<file path="config.mk">
export PLATFORM = sky130hd
export DESIGN_NAME = epoch_to_calendar
export DESIGN_NICKNAME = d
export VERILOG_FILES = /design/src/sv/e2c_pkg.sv /design/src/sv/epoch_to_calendar.sv /design/src/sv/e2c_cdiv.sv
export SDC_FILE = /design/constraint.sdc
export NUM_CORES = 2
export LEC_CHECK = 0
export BUFFER_PORTS_ARGS = -buffer_cell sky130_fd_sc_hd__buf_2
export CAP_MARGIN = 40
export CORE_MARGIN = 2
export CORE_UTILIZATION = 68
export DETAILED_ROUTE_END_ITERATION = 12
export PLACE_DENSITY = 0.85
export SYNTH_ARGS = -nofsm -noshare
export SYNTH_HDL_FRONTEND = slang
export SYNTH_SLANG_ARGS = --single-unit
</file>
<file path="constraint.sdc">
create_clock -name clk -period 10.74 [get_ports clk]
set_input_delay 1.074 -clock clk [delete_from_list [all_inputs] [get_ports clk]]
set_output_delay 1.074 -clock clk [all_outputs]
set_load 0.1 [all_outputs]
</file>
<file path="src/sv/e2c_pkg.sv">
// constants, widths and tables of the epoch to calendar block
`timescale 1ns / 1ps
package e2c_pkg;

  localparam int NSTG       = 12;
  localparam int EPOCH_W    = 32;
  localparam int YEAR_W     = 12;
  localparam int MONTH_W    = 4;
  localparam int DAY_W      = 5;
  localparam int HOUR_W     = 5;
  localparam int MINUTE_W   = 6;
  localparam int SECOND_W   = 6;

  // 86400 = 675 << 7
  localparam int DAY_SHIFT  = 7;
  localparam int DAY_DIV    = 675;
  localparam int DN_W       = 16;
  localparam int SOD_W      = 17;
  localparam int HOUR_SECS  = 3600;
  localparam int HREM_W     = 12;
  localparam int MIN_SECS   = 60;

  localparam int DAYS_MAR0  = 719468;
  localparam int DAYS_ERA   = 146097;
  localparam int ERA4_BASE  = 4 * DAYS_ERA;
  localparam int ERA5_BASE  = 5 * DAYS_ERA;
  localparam int SHIFT_W    = 20;
  localparam int DIC_W      = 18;
  localparam int DAYS_4Y    = 1460;
  localparam int DAYS_100Y  = 36524;
  localparam int DAYS_YEAR  = 365;
  localparam int YIC_W      = 9;
  localparam int DIY_W      = 9;
  localparam int MI_W       = 4;
  localparam int MONTH_DIV  = 153;
  localparam int MX_W       = 11;

  localparam int YEAR_ERA4  = 1600;
  localparam int YEAR_ERA5  = 2000;

  // first day of each month within a march-based year
  function automatic logic [DIY_W-1:0] month_start(input logic [MI_W-1:0] mi);
    logic [DIY_W-1:0] s;
    case (mi)
      4'd0:    s = 9'd0;
      4'd1:    s = 9'd31;
      4'd2:    s = 9'd61;
      4'd3:    s = 9'd92;
      4'd4:    s = 9'd122;
      4'd5:    s = 9'd153;
      4'd6:    s = 9'd184;
      4'd7:    s = 9'd214;
      4'd8:    s = 9'd245;
      4'd9:    s = 9'd275;
      4'd10:   s = 9'd306;
      4'd11:   s = 9'd337;
      default: s = 9'd0;
    endcase
    return s;
  endfunction

endpackage

</file>
<file path="src/sv/epoch_to_calendar.sv">
// top level: unix seconds to civil date and time of day, pipelined
`timescale 1ns / 1ps
// Converts a 32-bit count of seconds since 1970-01-01 00:00:00 into year,
// month, day of month, hour, minute and second of the proleptic Gregorian
// calendar. The block is a 12-stage pipeline: it takes one timestamp every
// clock cycle while in_stall is low. Every division is by a constant and
// runs as a reciprocal multiply in one stage and a remainder in the next;
// the chain of day-count, four-year, year-in-era and month divisions sets
// the depth. A stalled output holds its result while bubbles further up
// still close, so in_stall rises only once every stage holds an item. An
// input of zero means no time is known and gives time_known low with all
// fields zero.
module epoch_to_calendar (
  input  logic                           clk,
  input  logic                           rst,
  input  logic                           in_valid,
  output logic                           in_stall,
  input  logic [e2c_pkg::EPOCH_W-1:0]    epoch_seconds,
  output logic                           out_valid,
  input  logic                           out_stall,
  output logic                           time_known,
  output logic [e2c_pkg::YEAR_W-1:0]     year,
  output logic [e2c_pkg::MONTH_W-1:0]    month,
  output logic [e2c_pkg::DAY_W-1:0]      day_of_month,
  output logic [e2c_pkg::HOUR_W-1:0]     hour,
  output logic [e2c_pkg::MINUTE_W-1:0]   minute,
  output logic [e2c_pkg::SECOND_W-1:0]   second
);
  import e2c_pkg::*;

  // stage control
  logic [NSTG:1]   vld;
  logic [NSTG+1:1] en;
  logic [NSTG:1]   vld_in;

  assign en[NSTG+1] = !out_stall;
  assign vld_in     = {vld[NSTG-1:1], in_valid};

  for (genvar k = 1; k <= NSTG; k++) begin : g_en
    assign en[k] = !vld[k] || en[k+1];
  end

  always_ff @(posedge clk) begin
    if (rst) begin
      vld <= '0;
    end else begin
      for (int k = 1; k <= NSTG; k++) begin
        if (en[k]) vld[k] <= vld_in[k];
      end
    end
  end

  assign in_stall  = !en[1];
  assign out_valid = vld[NSTG];

  // carried payload, indexed by the stage that holds it
  logic                 known_p [1:11];
  logic [DAY_SHIFT-1:0] tlo_p   [1:2];
  logic                 cyc5_p  [3:11];
  logic [DIC_W-1:0]     dic_p   [3:8];
  logic [2:0]           c36_p   [4:5];
  logic                 c146_p  [4:5];
  logic [HOUR_W-1:0]    hour_p  [5:11];
  logic [MINUTE_W-1:0]  min_p   [7:11];
  logic [SECOND_W-1:0]  sec_p   [7:11];
  logic [YIC_W-1:0]     yic_p   [9:11];
  logic [DIY_W-1:0]     diy_p   [9:11];
  logic [DIC_W-1:0]     num6;

  // divider outputs
  logic [DN_W-1:0]      dn2;
  logic [9:0]           drem2;
  logic [HOUR_W-1:0]    hour4;
  logic [HREM_W-1:0]    hrem4;
  logic [6:0]           q1460_5;
  logic [MINUTE_W-1:0]  min6;
  logic [SECOND_W-1:0]  sec6;
  logic [YIC_W-1:0]     yic8;
  logic [MI_W-1:0]      mi11;

  logic [SOD_W-1:0]     sod2;
  logic [SHIFT_W-1:0]   shifted;
  logic                 cyc5_next;
  logic [DIC_W-1:0]     dic_next;
  logic [2:0]           c36_next;
  logic [DIC_W-1:0]     num_next;
  logic [1:0]           c100;
  logic [DIC_W-1:0]     ybase;
  logic [DIC_W-1:0]     diy_next;
  logic [MX_W-1:0]      mx;

  // day number and second of day
  e2c_cdiv #(.XW(EPOCH_W - DAY_SHIFT), .DIV(DAY_DIV), .QW(DN_W), .RW(10)) u_day (
    .clk(clk), .en_a(en[1]), .en_b(en[2]),
    .x(epoch_seconds[EPOCH_W-1:DAY_SHIFT]), .q(dn2), .r(drem2)
  );

  assign sod2 = {drem2, tlo_p[2]};

  always_ff @(posedge clk) begin
    if (en[1]) begin
      known_p[1] <= (epoch_seconds != '0);
      tlo_p[1]   <= epoch_seconds[DAY_SHIFT-1:0];
    end
    if (en[2]) tlo_p[2] <= tlo_p[1];
    for (int k = 2; k <= 11; k++) begin
      if (en[k]) known_p[k] <= known_p[k-1];
    end
  end

  // time of day
  e2c_cdiv #(.XW(SOD_W), .DIV(HOUR_SECS), .QW(HOUR_W), .RW(HREM_W)) u_hour (
    .clk(clk), .en_a(en[3]), .en_b(en[4]), .x(sod2), .q(hour4), .r(hrem4)
  );

  e2c_cdiv #(.XW(HREM_W), .DIV(MIN_SECS), .QW(MINUTE_W), .RW(SECOND_W)) u_min (
    .clk(clk), .en_a(en[5]), .en_b(en[6]), .x(hrem4), .q(min6), .r(sec6)
  );

  always_ff @(posedge clk) begin
    if (en[5]) hour_p[5] <= hour4;
    for (int k = 6; k <= 11; k++) begin
      if (en[k]) hour_p[k] <= hour_p[k-1];
    end
    if (en[7]) begin
      min_p[7] <= min6;
      sec_p[7] <= sec6;
    end
    for (int k = 8; k <= 11; k++) begin
      if (en[k]) begin
        min_p[k] <= min_p[k-1];
        sec_p[k] <= sec_p[k-1];
      end
    end
  end

  // day in era: the era is always the fourth or fifth
  assign shifted   = SHIFT_W'(dn2) + SHIFT_W'(DAYS_MAR0);
  assign cyc5_next = (shifted >= SHIFT_W'(ERA5_BASE));
  assign dic_next  = DIC_W'(shifted - (cyc5_next ? SHIFT_W'(ERA5_BASE) : SHIFT_W'(ERA4_BASE)));

  assign c36_next = 3'(dic_p[3] >= DIC_W'(DAYS_100Y))
                  + 3'(dic_p[3] >= DIC_W'(2 * DAYS_100Y))
                  + 3'(dic_p[3] >= DIC_W'(3 * DAYS_100Y))
                  + 3'(dic_p[3] >= DIC_W'(4 * DAYS_100Y));

  always_ff @(posedge clk) begin
    if (en[3]) begin
      cyc5_p[3] <= cyc5_next;
      dic_p[3]  <= dic_next;
    end
    for (int k = 4; k <= 11; k++) begin
      if (en[k]) cyc5_p[k] <= cyc5_p[k-1];
    end
    for (int k = 4; k <= 8; k++) begin
      if (en[k]) dic_p[k] <= dic_p[k-1];
    end
    if (en[4]) begin
      c36_p[4]  <= c36_next;
      c146_p[4] <= (dic_p[3] == DIC_W'(DAYS_ERA - 1));
    end
    if (en[5]) begin
      c36_p[5]  <= c36_p[4];
      c146_p[5] <= c146_p[4];
    end
  end

  e2c_cdiv #(.XW(DIC_W), .DIV(DAYS_4Y), .QW(7), .RW(11)) u_d4y (
    .clk(clk), .en_a(en[4]), .en_b(en[5]), .x(dic_p[3]), .q(q1460_5), .r()
  );

  // year in era
  assign num_next = dic_p[5] - DIC_W'(q1460_5) + DIC_W'(c36_p[5]) - DIC_W'(c146_p[5]);

  always_ff @(posedge clk) begin
    if (en[6]) num6 <= num_next;
  end

  e2c_cdiv #(.XW(DIC_W), .DIV(DAYS_YEAR), .QW(YIC_W), .RW(9)) u_year (
    .clk(clk), .en_a(en[7]), .en_b(en[8]), .x(num6), .q(yic8), .r()
  );

  // day of the march-based year
  assign c100 = 2'(yic8 >= YIC_W'(100)) + 2'(yic8 >= YIC_W'(200))
              + 2'(yic8 >= YIC_W'(300));
  assign ybase = DIC_W'(yic8) * DIC_W'(DAYS_YEAR) + DIC_W'(yic8 >> 2) - DIC_W'(c100);
  assign diy_next = dic_p[8] - ybase;

  always_ff @(posedge clk) begin
    if (en[9]) begin
      yic_p[9] <= yic8;
      diy_p[9] <= diy_next[DIY_W-1:0];
    end
    for (int k = 10; k <= 11; k++) begin
      if (en[k]) begin
        yic_p[k] <= yic_p[k-1];
        diy_p[k] <= diy_p[k-1];
      end
    end
  end

  // month index, march = 0
  assign mx = MX_W'(diy_p[9]) * MX_W'(5) + MX_W'(2);

  e2c_cdiv #(.XW(MX_W), .DIV(MONTH_DIV), .QW(MI_W), .RW(8)) u_month (
    .clk(clk), .en_a(en[10]), .en_b(en[11]), .x(mx), .q(mi11), .r()
  );

  // output stage, all zero when no time is known
  logic [MONTH_W-1:0]  mon_next;
  logic [DIY_W-1:0]    dom_next;
  logic [YEAR_W-1:0]   yr_next;
  logic                jan_feb;

  assign jan_feb  = (mi11 >= MI_W'(10));
  assign mon_next = jan_feb ? MONTH_W'(mi11 - MI_W'(9)) : MONTH_W'(mi11 + MI_W'(3));
  assign dom_next = diy_p[11] - month_start(mi11) + DIY_W'(1);
  assign yr_next  = YEAR_W'(yic_p[11])
                  + (cyc5_p[11] ? YEAR_W'(YEAR_ERA5) : YEAR_W'(YEAR_ERA4))
                  + YEAR_W'(jan_feb);

  always_ff @(posedge clk) begin
    if (en[12]) begin
      time_known   <= known_p[11];
      year         <= known_p[11] ? yr_next : '0;
      month        <= known_p[11] ? mon_next : '0;
      day_of_month <= known_p[11] ? dom_next[DAY_W-1:0] : '0;
      hour         <= known_p[11] ? hour_p[11] : '0;
      minute       <= known_p[11] ? min_p[11] : '0;
      second       <= known_p[11] ? sec_p[11] : '0;
    end
  end

endmodule

</file>
<file path="src/sv/e2c_cdiv.sv">
// two-stage divider by a constant: reciprocal multiply, then remainder
`timescale 1ns / 1ps
module e2c_cdiv #(
  parameter int XW  = 18,
  parameter int DIV = 365,
  parameter int QW  = 9,
  parameter int RW  = 9
) (
  input  logic          clk,
  input  logic          en_a,
  input  logic          en_b,
  input  logic [XW-1:0] x,
  output logic [QW-1:0] q,
  output logic [RW-1:0] r
);

  // exact floor division for every x below 2**XW whose quotient fits in QW bits
  localparam int L  = $clog2(DIV);
  localparam int S  = XW + L;
  localparam int MW = XW + 1;
  localparam int PW = XW + MW;
  localparam logic [MW-1:0] M = MW'(((64'd1 << S) + 64'(DIV) - 64'd1) / DIV);

  logic [XW-1:0] x_a;
  logic [PW-1:0] prod;
  logic [PW-1:0] prod_next;
  logic [QW-1:0] qc;
  logic [XW-1:0] qd;
  logic [XW-1:0] rc;

  assign prod_next = PW'(x) * PW'(M);

  always_ff @(posedge clk) begin
    if (en_a) begin
      x_a  <= x;
      prod <= prod_next;
    end
  end

  assign qc = prod[S +: QW];
  assign qd = XW'(qc) * XW'(DIV);
  assign rc = x_a - qd;

  always_ff @(posedge clk) begin
    if (en_b) begin
      q <= qc;
      r <= rc[RW-1:0];
    end
  end

endmodule

</file>
==> flow_metrics.env <==
export IMPL_run_status="completed"
export IMPL_cp_start_kind="flip-flop"
export IMPL_post_drt_wl_per_cell_um=18.6
export IMPL_grt_pass1_wl_um=158000
export IMPL_worst_slew_pin_slew_ps=878
export IMPL_port_buffers=76
export IMPL_cpMostUsedCell="ha_1"
export IMPL_hold_path_class="flip-flop to flip-flop"
export IMPL_cts_hold_buf=0
export IMPL_slowest_delay_ps=520
export IMPL_post_route_min_period_ps=7040
export IMPL_period_share=0.655
export IMPL_syn_num_nets=5634
export IMPL_insertion_delay_ps=630
export IMPL_numCtsBuffers=50
export IMPL_max_slew_margin=0.415
export IMPL_overflow=0
export IMPL_async_flop_share=0
export IMPL_io_pins=77
export IMPL_worst_path_max_delay_cell="edfxtp_1"
export IMPL_reg2reg_slack_ps=3700
export IMPL_antenna_found_initial=0
export IMPL_synth_edf_count=471
export IMPL_rows=97
export IMPL_report_final_slew_viol_count=0
export IMPL_fmax_mhz=142
export IMPL_core_region_area_um2=70000
export IMPL_r2r_start="diy_p[2][10]"
export IMPL_syn_to_final_growth_pct=7.08
export IMPL_postRouteAntennaNets=0
export IMPL_ys_types=62
export IMPL_min_from="dic_p[0][129]"
export IMPL_drc=0
export IMPL_ys_top_cells_by_area="edfxtp_1, ha_1, fa_1, inv_1, xnor2_1"
export IMPL_vias=28400
export IMPL_die_area_um2=72900
export IMPL_root_buffer="clkbuf_16"
export IMPL_gp_congestion=0.906
export IMPL_synth_common_cells="ha_1, inv_1, fa_1"
export IMPL_synth_cells=3987
export IMPL_synth_seq_area_share=0.301
export IMPL_final_setup_worst_slack_ps=3700
export IMPL_vias_per_cell=5.55
export IMPL_first_global_vias=31400
export IMPL_cts_buffer_depth=3
export IMPL_num_nets_final=5772
export IMPL_drive_gt1_frac=0.0458
export IMPL_fp_dieH_um=270
export IMPL_syn_area_um2=48100
export IMPL_path_class="flip-flop to flip-flop"
export IMPL_setup_worst_path_start="diy_p[2][10]"
export IMPL_crit_required_ps=11100
export IMPL_start_util=0.687
export IMPL_cts_tree="done"
export IMPL_fin_area_um2=51500
export IMPL_grt_max_degree=50
export IMPL_drtIter0Drc=1541
export IMPL_drt_first_pass_iters=5
export IMPL_ys_seq_elements=488
export IMPL_finalHoldViolCount=0
export IMPL_fill_cells=4459
export IMPL_die_w_um=270
export IMPL_clk_pin_slew_ps=60
export IMPL_final_setup_tns_ps=0
export IMPL_syn_area_per_cell_um2=12.1
export IMPL_post_cts_resize_count=0
export IMPL_arrival_ps=7390
export IMPL_ys_warn_count=0
export IMPL_skew_ps=62.5
export IMPL_rsz0062_at_grt="false"
export IMPL_cts_post_setup_buffers_inserted=0
export IMPL_finalWirelength_um=95200
export IMPL_dp_hpwl_um=77400
export IMPL_dp_worst_setup_slack_ps=3090
export IMPL_synth_largest_area_cell="edfxtp_1"
export IMPL_synth_most_common_cell="ha_1"
export IMPL_setup_viol=0
export IMPL_synth_ff_type="edfxtp_1"
export IMPL_grt_usage=0.274
export IMPL_postPlaceCellArea_um2=49800
export IMPL_worst_setup_path_end_kind="flip-flop"
export IMPL_cts_sinks=488
export IMPL_drv_cap=0
export IMPL_synth_top_area_frac=0.294
export IMPL_htreeDepth=2
export IMPL_cp_max_fo=6
==> area by class of cell <==
type	count	area, µm²	area share
Sequential cell	488	14500	0.281
Clock inverter	31	378	0.00734
Inverter	990	3720	0.0721
Antenna cell	1	2.50	0.0000486
Timing Repair Buffer	91	539	0.0105
Multi-Input combinational cell	2504	29900	0.581
Clock buffer	63	1310	0.0254
Tap cell	940	1180	0.0228
==> worst max-delay path: cells and delay by family (launching register included) <==
| family | cells | cell delay, ps |
|---|---|---|
| adder cells (fa/ha/maj) | 8 | 2790 |
| AO/OA/AOI/OAI | 12 | 2230 |
| AND/OR/NAND/NOR | 4 | 620 |
| flip-flops | 1 | 520 |
| XOR/XNOR | 2 | 370 |
| buffers and inverters | 3 | 240 |
==> through the flow <==
stage | std cells | utilization | hold WS [ps]
5_1_grt | 5107 | 0.736 | 385
4_1_cts | 5107 | 0.736 | 374
3_3_place_gp | 5007 | 0.710 | 400
3_5_place_dp | 5013 | 0.711 | 405
2_1_floorplan | 3987 | - | 400
6_report | 5108 | 0.736 | 383
==> sequential cells by signal (all words and copies together), names as in the netlist, 12 cells and up, named ones only <==
register and flops:
dic_p 79, diy_p 19, year 12, u_day.q 16
tlo_p 14, u_day.prod 18, u_hour.r 12, hour_p 35
sec_p 30, num6 18, vld 12, yic_p 27
min_p 30
==> metal layers <==
layer  global-route usage  share of wire  routed length, µm  vias to the layer above
met1                0.331           0.40              38100                    14100
met4                0.109          0.042               3990                        0
met5                    0              0                  0                        -
li1                     -              -                  -                    13400
met3               0.0301          0.039               3740                      241
met2                0.501           0.52              49300                      674
==> layout by cell type (no fill, tap or decap), drive strengths merged, types with 24 or more instances in the layout <==
cell	instances
edfxtp	471
a21o	46
xnor2	122
xor2	47
inv	992
nand2	79
buf	91
o21a	28
and2	38
nand3	32
nor2	88
clkbuf	63
fa	546
o21ai	62
a21oi	123
ha	1065
nor3	24
==> final timing paths <==
kind	end	cells past startpoint
hold reg to reg	dic_p[0][147]	0
hold / removal	dic_p[0][147]	0
setup reg to reg	u_month.prod[22]	29
setup / recovery	u_month.prod[22]	29
==> cell families (layout without fill, tap and decap cells) <==
kind of cell | Yosys count | after routing | share of synthesized area
buffers and inverters | 995 | 1175 | 0.0776
other | 0 | 1 | 0
and+or+nand+nor | 355 | 355 | 0.0366
adders and majority gates | 1611 | 1611 | 0.504
DFF | 488 | 488 | 0.301
AOI/OAI and AO/OA | 366 | 366 | 0.0491
muxes | 3 | 3 | 0.000624
xor gates and xnor gates | 169 | 169 | 0.0308
Power is not shown: default switching activity piles up to over one toggle a cycle in this logic, so the estimate is an artifact.
